### src/hw/rtl/bam_pkg.sv
`default_nettype none

package bam_pkg;

	// Default sizing.
	localparam int MAX_LEVELS_DEF    = 9;
	localparam int POSITION_BITS_DEF = 32;

	// Fixed field widths.
	localparam int VEC_W     = 64;
	localparam int SYM_W     = 8;
	localparam int SCORE_W   = 4;
	localparam int END_W     = 32;
	localparam int LEN_W     = 6;
	localparam int CFG_IDX_W = 2;
	localparam int CFG_W     = 6;

	typedef logic [VEC_W-1:0] vec_t;

	// Request codes carried in req_type.
	typedef enum logic [1:0] {
		REQ_LOAD = 2'd0,
		REQ_TEXT = 2'd1,
		REQ_EOB  = 2'd2
	} req_e;

	// Configuration register indexes.
	localparam logic [CFG_IDX_W-1:0] CFG_MAX_ERRORS     = 2'd0;
	localparam logic [CFG_IDX_W-1:0] CFG_PATTERN_LENGTH = 2'd1;
	localparam logic [CFG_IDX_W-1:0] CFG_EXTEND_BETTER  = 2'd2;
	localparam logic [CFG_IDX_W-1:0] CFG_EXTEND_SAME    = 2'd3;

	typedef struct packed {
		logic [1:0]       req_type;
		logic [SYM_W-1:0] symbol;
		vec_t             table_mask;
	} in_item_t;

	typedef struct packed {
		logic [SCORE_W-1:0] match_score;
		logic [END_W-1:0]   match_end;
	} out_item_t;

	// Control handed to each level cell.
	typedef struct packed {
		logic update;
		logic restart;
	} cell_ctl_t;

	// Arithmetic right shift by one: the sign bit is copied in.
	function automatic vec_t asr1(input vec_t x);
		return {x[VEC_W-1], x[VEC_W-1:1]};
	endfunction

	// Start vector of one error level: ones above the pattern length,
	// arithmetically shifted right by the level.
	function automatic vec_t restart_vec(input logic [LEN_W-1:0] len, input int unsigned level);
		logic signed [VEC_W-1:0] s;
		s = $signed(~{VEC_W{1'b0}} << len);
		return vec_t'(s >>> level);
	endfunction

endpackage

`default_nettype wire

### src/hw/rtl/bam_cell.sv
`default_nettype none

module bam_cell
	import bam_pkg::*;
#(
	parameter int unsigned LEVEL = 0
)
(
	input  wire logic             clk,
	input  wire logic             arst_n,
	input  wire cell_ctl_t        ctl,
	input  wire vec_t             bits,
	input  wire logic [LEN_W-1:0] restart_len,
	input  wire vec_t             up_ev,
	input  wire vec_t             up_nv,
	output vec_t                  ev,
	output vec_t                  nv
);

	vec_t ev_q;

	// Match, substitution, insertion and deletion terms of this level.
	assign nv = (asr1(ev_q) & bits) | asr1(up_ev) | asr1(up_nv) | up_ev;
	assign ev = ev_q;

	always_ff @(posedge clk or negedge arst_n) begin
		if (!arst_n) begin
			ev_q <= restart_vec(LEN_W'(1), LEVEL);
		end else if (ctl.restart) begin
			ev_q <= restart_vec(restart_len, LEVEL);
		end else if (ctl.update) begin
			ev_q <= nv;
		end
	end

endmodule

`default_nettype wire

### config.mk
export PLATFORM = sky130hd
export DESIGN_NAME = bam_cell
export DESIGN_NICKNAME = d
export VERILOG_FILES = /design/src/hw/rtl/bam_pkg.sv /design/src/hw/rtl/bam_cell.sv
export SDC_FILE = /design/constraint.sdc
export NUM_CORES = 1
export LEC_CHECK = 0
export ABC_AREA = 1
export BUFFER_PORTS_ARGS = -buffer_cell sky130_fd_sc_hd__buf_2
export CORE_AREA = 2 2 126 128
export DETAILED_ROUTE_END_ITERATION = 6
export DIE_AREA = 0 0 128 130
export PLACE_DENSITY = 0.6
export REMOVE_ABC_BUFFERS = 1
export SYNTH_ARGS = -nofsm -noshare
export SYNTH_HDL_FRONTEND = slang
export SYNTH_SLANG_ARGS = --single-unit
### constraint.sdc
create_clock -name clk -period 1.2 [get_ports clk]
set_input_delay 0 -clock clk [delete_from_list [all_inputs] [get_ports clk]]
set_output_delay 0 -clock clk [all_outputs]
set_load 0.05 [all_outputs]
# Yosys cells after proc, flatten, opt, wreduce, memory -nomap -nowiden
# Cells that the tools add are included.
[classes]
n_addsub = 0
mul = 0
n_div = 0
magnitude_cmp = 0
n_eq_ne = 0
shift = 1
n_mux = 2
n_bitwise = 4
reduce_logical = 1
[ops]
columns = ["op", "count"]
rows = [
  ["64-bit bitwise OR", 3],
  ["64-bit two-way mux", 2],
  ["64-bit bitwise AND", 1],
  ["64-bit by 6-bit << shifter with 64-bit output (first input constant)", 1],
  ["2-bit nonzero test", 1],
]
[totals]
regBits = 64
latch_bits = 0
mem_bits_rw = 0
romBits = 0
inputBits = 202
output_inout_bits = 128
wordCells = 9
mem_count = 0

# Logic depth before layout (Yosys ltp)
[logic_depth]
word_depth = 6
depth_mapped = 9
depth_no_buf = 7

# Least setup slack after synthesis
# No wires, ideal clock.
[synth_path]
kind = "reg-to-reg"
from = "reg ev_q[63] (netlist: ev[63])"
to = "reg ev_q[62] (netlist: ev[62])"
setup_ns = 0.079
arrival_ns = 1.427
required_ns = 1.121
path_slack_ns = -0.306
stages_incl_launch_ff = 5
path_buffers = 0
synth_period_minus_slack_ns = 1.506
cell_sequence = "dfstp_2 -> nand2_1 -> nand3_1 -> o21ai_0 -> o21ai_0"
[synth_via]
elab_chain_len = 6
[synth_lines]
columns = ["element", "line_no", "source"]
rows = [
  ["from (decl)", "bam_cell.sv:20", "vec_t ev_q;"],
  ["from (signal assigned)", "bam_cell.sv:28", "ev_q <= restart_vec(LEN_W'(1), LEVEL);"],
  ["from (signal assigned)", "bam_cell.sv:30", "ev_q <= restart_vec(restart_len, LEVEL);"],
  ["from (signal assigned)", "bam_cell.sv:32", "ev_q <= nv;"],
  ["64-bit bitwise AND", "bam_cell.sv:23", "assign nv = (asr1(ev_q) & bits) | asr1(up_ev) | asr1(up_nv) | up_ev;"],
  ["64-bit bitwise OR (3 in series)", "bam_cell.sv:23", ""],
  ["net nv[62]", "bam_cell.sv:17", "output vec_t nv"],
  ["64-bit two-way mux", "bam_cell.sv:31", "end else if (ctl.update) begin"],
  ["64-bit two-way mux", "bam_cell.sv:29", "end else if (ctl.restart) begin"],
]
# The timed path passes the listed nets, and every way through them passes these cells. The select of a mux whose other input is x is not followed.
# A chain may end at the register's enable or synchronous reset.

# Worst setup path after layout
[layout_path]
from = "reg ev_q[41] (netlist: ev[41])"
to = "out nv[40]"
[layout_via]
elab_chain_len = 4
[layout_lines]
columns = ["element", "line_no"]
rows = [
  ["64-bit bitwise AND", "bam_cell.sv:23"],
  ["64-bit bitwise OR (3 in series)", "bam_cell.sv:23"],
  ["to (decl)", "bam_cell.sv:17"],
]
# Every way passes these cells.

==> impl_metrics.py <==
metrics = {
    "logic_synthesis": {
        "ys_types": 27,
        "yosys-top-cells-area": "dfstp_2 (39%), nand2_1 (23%), nor2_1 (6.8%)",
        "synth_seq_cells": 64,
        "avgSynthCellArea_sq_um": 6.56,
        "synth_area_leader_cell": "dfstp_2",
        "synth_top_area_share_pct": 39.0,
        "syn_area_sq_um": 4240,
        "synth_warnings": 0,
        "syn_inst": 647,
        "yosysSeqAreaShare_pct": 39.6,
    },
    "routing": {
        "vias": 6075,
        "wirelength_um": 20700,
        "via_per_inst": 4.79,
        "final_antenna_net_count": 0,
        "first_pass_iters": 4,
        "drc_errors": 0,
        "post_drt_wl_per_cell_um": 16.3,
        "drt-initial-drc-count": 278,
    },
    "power": {
        "p_leak_nw": 4.11,
        "ir_drop_v": 0.000552,
        "powerDensity_nw_per_um2": 1110,
    },
    "grt": {
        "antenna_found_initial": 1,
        "grt-ovfl-total": 0,
        "grt_use_total_pct": 23.4,
        "met3_usage_pct": 3.94,
        "grt_util_met2_pct": 42.0,
        "first_global_vias": 5839,
        "grt_max_degree": 48,
        "grt_pass1_wl_um": 30200,
        "busiest_layer": "met2",
        "grt_use_met1_pct": 28.8,
    },
    "run_status": {
        "violations": "setup timing",
        "status": "finished, violations left",
    },
    "cells_and_area": {
        "area_delta_synth_final_pct": 90.7,
        "layout.nets": 1271,
        "final_layout_size_suffix_gt1_share_pct": 58.2,
        "fill_cells": 1523,
        "largest_reg_flops": 64,
        "post-route-util_pct": 52.4,
    },
    "placement": {
        "numPortBuffers": 328,
        "place.gp.congestion": 0.900,
        "hpwl_um": 15300,
    },
    "sta": {
        "fmax_mhz": 782,
        "final-hold-violation-count": 0,
        "period_share_pct": 107,
        "rsz0062_at_grt": "yes",
        "layout_setup_ws_ns": -0.0793,
        "setup_tns_ns": -0.752,
        "slew_violations": 0,
        "period_minus_slack_ns": 1.28,
        "relSlewSlack_pct": 71.2,
        "worst_slew_pin_slew_ns": 0.429,
        "fin_skew_ns": 0.00455,
        "setup_violations": 26,
    },
    "worst_setup_path": {
        "critPathMaxFanout": 3,
        "cp.depth": 3,
        "critical_path.top_delay_family": "flip-flops",
        "slowest_stage": "dfstp_2",
        "critPathKind": "reg2out",
        "cp.buffers_inverters": 1,
        "crit_arrival_ns": 1.28,
        "crit_path_start_kind": "flop",
        "end_kind": "output pin",
        "worstSetupStartpoint": "ev[41]$_DFFE_PN1P_",
        "r2r_start": "ev[41]$_DFFE_PN1P_",
        "crit_path_max_incr_delay_ns": 0.55,
        "rr_worst_depth": 7,
        "required_ns": 1.20,
        "cp_cell_sequence": "nand2_1, nand3b_1, buf_6",
    },
    "die": {
        "die_w_um": 128,
        "boundaryPins": 330,
        "die_h_um": 130,
        "row_count": 46,
        "initial_utilization_pct": 27.5,
        "design.core.area_sq_um": 15400,
        "die_area_sq_um": 16600,
    },
    "clock_tree": {
        "cts.clk_slew.worst_paths_ns": 0.05,
        "clkLatencyLatePin_ns": 0.34,
        "cts.sinks": 64,
        "cts_max_path_buffers": 2,
        "cts_tree": "yes",
        "cts_root_buf": "clkbuf_16",
        "cts-buffers-inserted": 9,
        "h-tree-depth": 3,
    },
    "job": {
        "drv_cap": 0,
    },
    "worst_hold_path": {
        "hp-class": "in2reg",
        "holdPathStages": 5,
        "hp-start": "bits[29]",
    },
}
[power by group]
part | switching (mW) | internal, mW
Sequential | 0.226 | 2.55
Combinational | 2.13 | 1.14
Clock | 0.989 | 1.93
[placed cells by master (no fill, tap or decap), types with 7 or more instances in the layout]
cell type,count
buf_4,97
dlygate4sd3_1,7
buf_6,29
inv_1,39
buf_2,252
clkbuf_16,9
nand3b_1,19
a21oi_1,44
dfstp_2,63
nor3_1,29
nand2_1,175
buf_8,39
nand3_2,19
nand3_1,20
o21ai_0,21
nor2_1,76
nand2_2,88
[Yosys cell counts, drive strengths merged]
library cell	instances
a21oi	44
a31oi	2
buf	17
clkbuf	3
dfrtp	1
dfstp	63
inv	42
nand2	265
nand3	40
nand3b	19
nand4	3
nor2	81
nor3	29
o2111ai	2
o211ai	2
o21ai	26
or2	8
[layer usage]
layer  share of wire (%)  vias to the layer above
met2                  51                      245
met1                  41                     2871
met5                   0                        -
li1                    -                     2926
met4                 1.8                        0
met3                 5.5                       33
[per-stage QoR]
| step | hold WS, ns | area, sq um | setup slack [ns] | cells | total power, mW |
|---|---|---|---|---|---|
| after global placement | -0.0293 | 6210 | 0.101 | 1170 | 5.49 |
| after CTS | 0.00491 | 7670 | -0.0831 | 1250 | 8.78 |
| after detailed placement | -0.0275 | 6210 | 0.0634 | 1170 | 5.51 |
| after global routing | 0.0449 | 8090 | -0.121 | 1267 | 9.35 |
| final | 0.0124 | 8090 | -0.0793 | 1267 | 8.95 |
| after floorplan | -0.296 | 4120 | -0.376 | 627 | 4.45 |
[tightest hold or removal path, stage by stage]
cell and delay (ns):
buf_2 0.10, nand2_2 0.05, nand2_2 0.06, nand2_1 0.06, a21oi_1 0.07
[cell type report]
class	instances	area, sq um	share of cell area (%)
clock buffer	11	253	3.12
timing repair buffer	431	3050	37.7
inverter	42	158	1.95
sequential	64	1680	20.8
tap	192	240	2.97
antenna	1	2.50	0.0309
multi-input combinational	521	2630	32.5
clock inverter	5	78.8	0.974
[worst paths after layout]
kind	end	slack, ns
worst min register to register	ev[56]$_DFFE_PN1P_	0.48
worst max-delay path	nv[40]	-0.08
worst max register to register	ev[40]$_DFFE_PN1P_	0.03
worst min-delay path	ev[29]$_DFFE_PN1P_	0.01
min in group asynchronous	ev[0]$_DFFE_PN0P_	0.15
max in group asynchronous	ev[41]$_DFFE_PN1P_	0.49
[repair_timing]
action | CTS | global route
pin swaps | 41 | 53
hold endpoints to repair | 32 | 0
resized for setup | 198 | 98
hold buffers | 7 | 0
buffers inserted | 57 | 22
endpoints found under the setup margin | 67 | 85
[logic make-up after synthesis]
family                 Yosys count  synth area share (%)
AO/OA/AOI/OAI                   76                  9.32
buffers and inverters           62                  6.52
flip-flops                      64                  39.6
AND/OR/NAND/NOR                445                  44.6
Note: power is estimated with default switching activity, not from simulation.
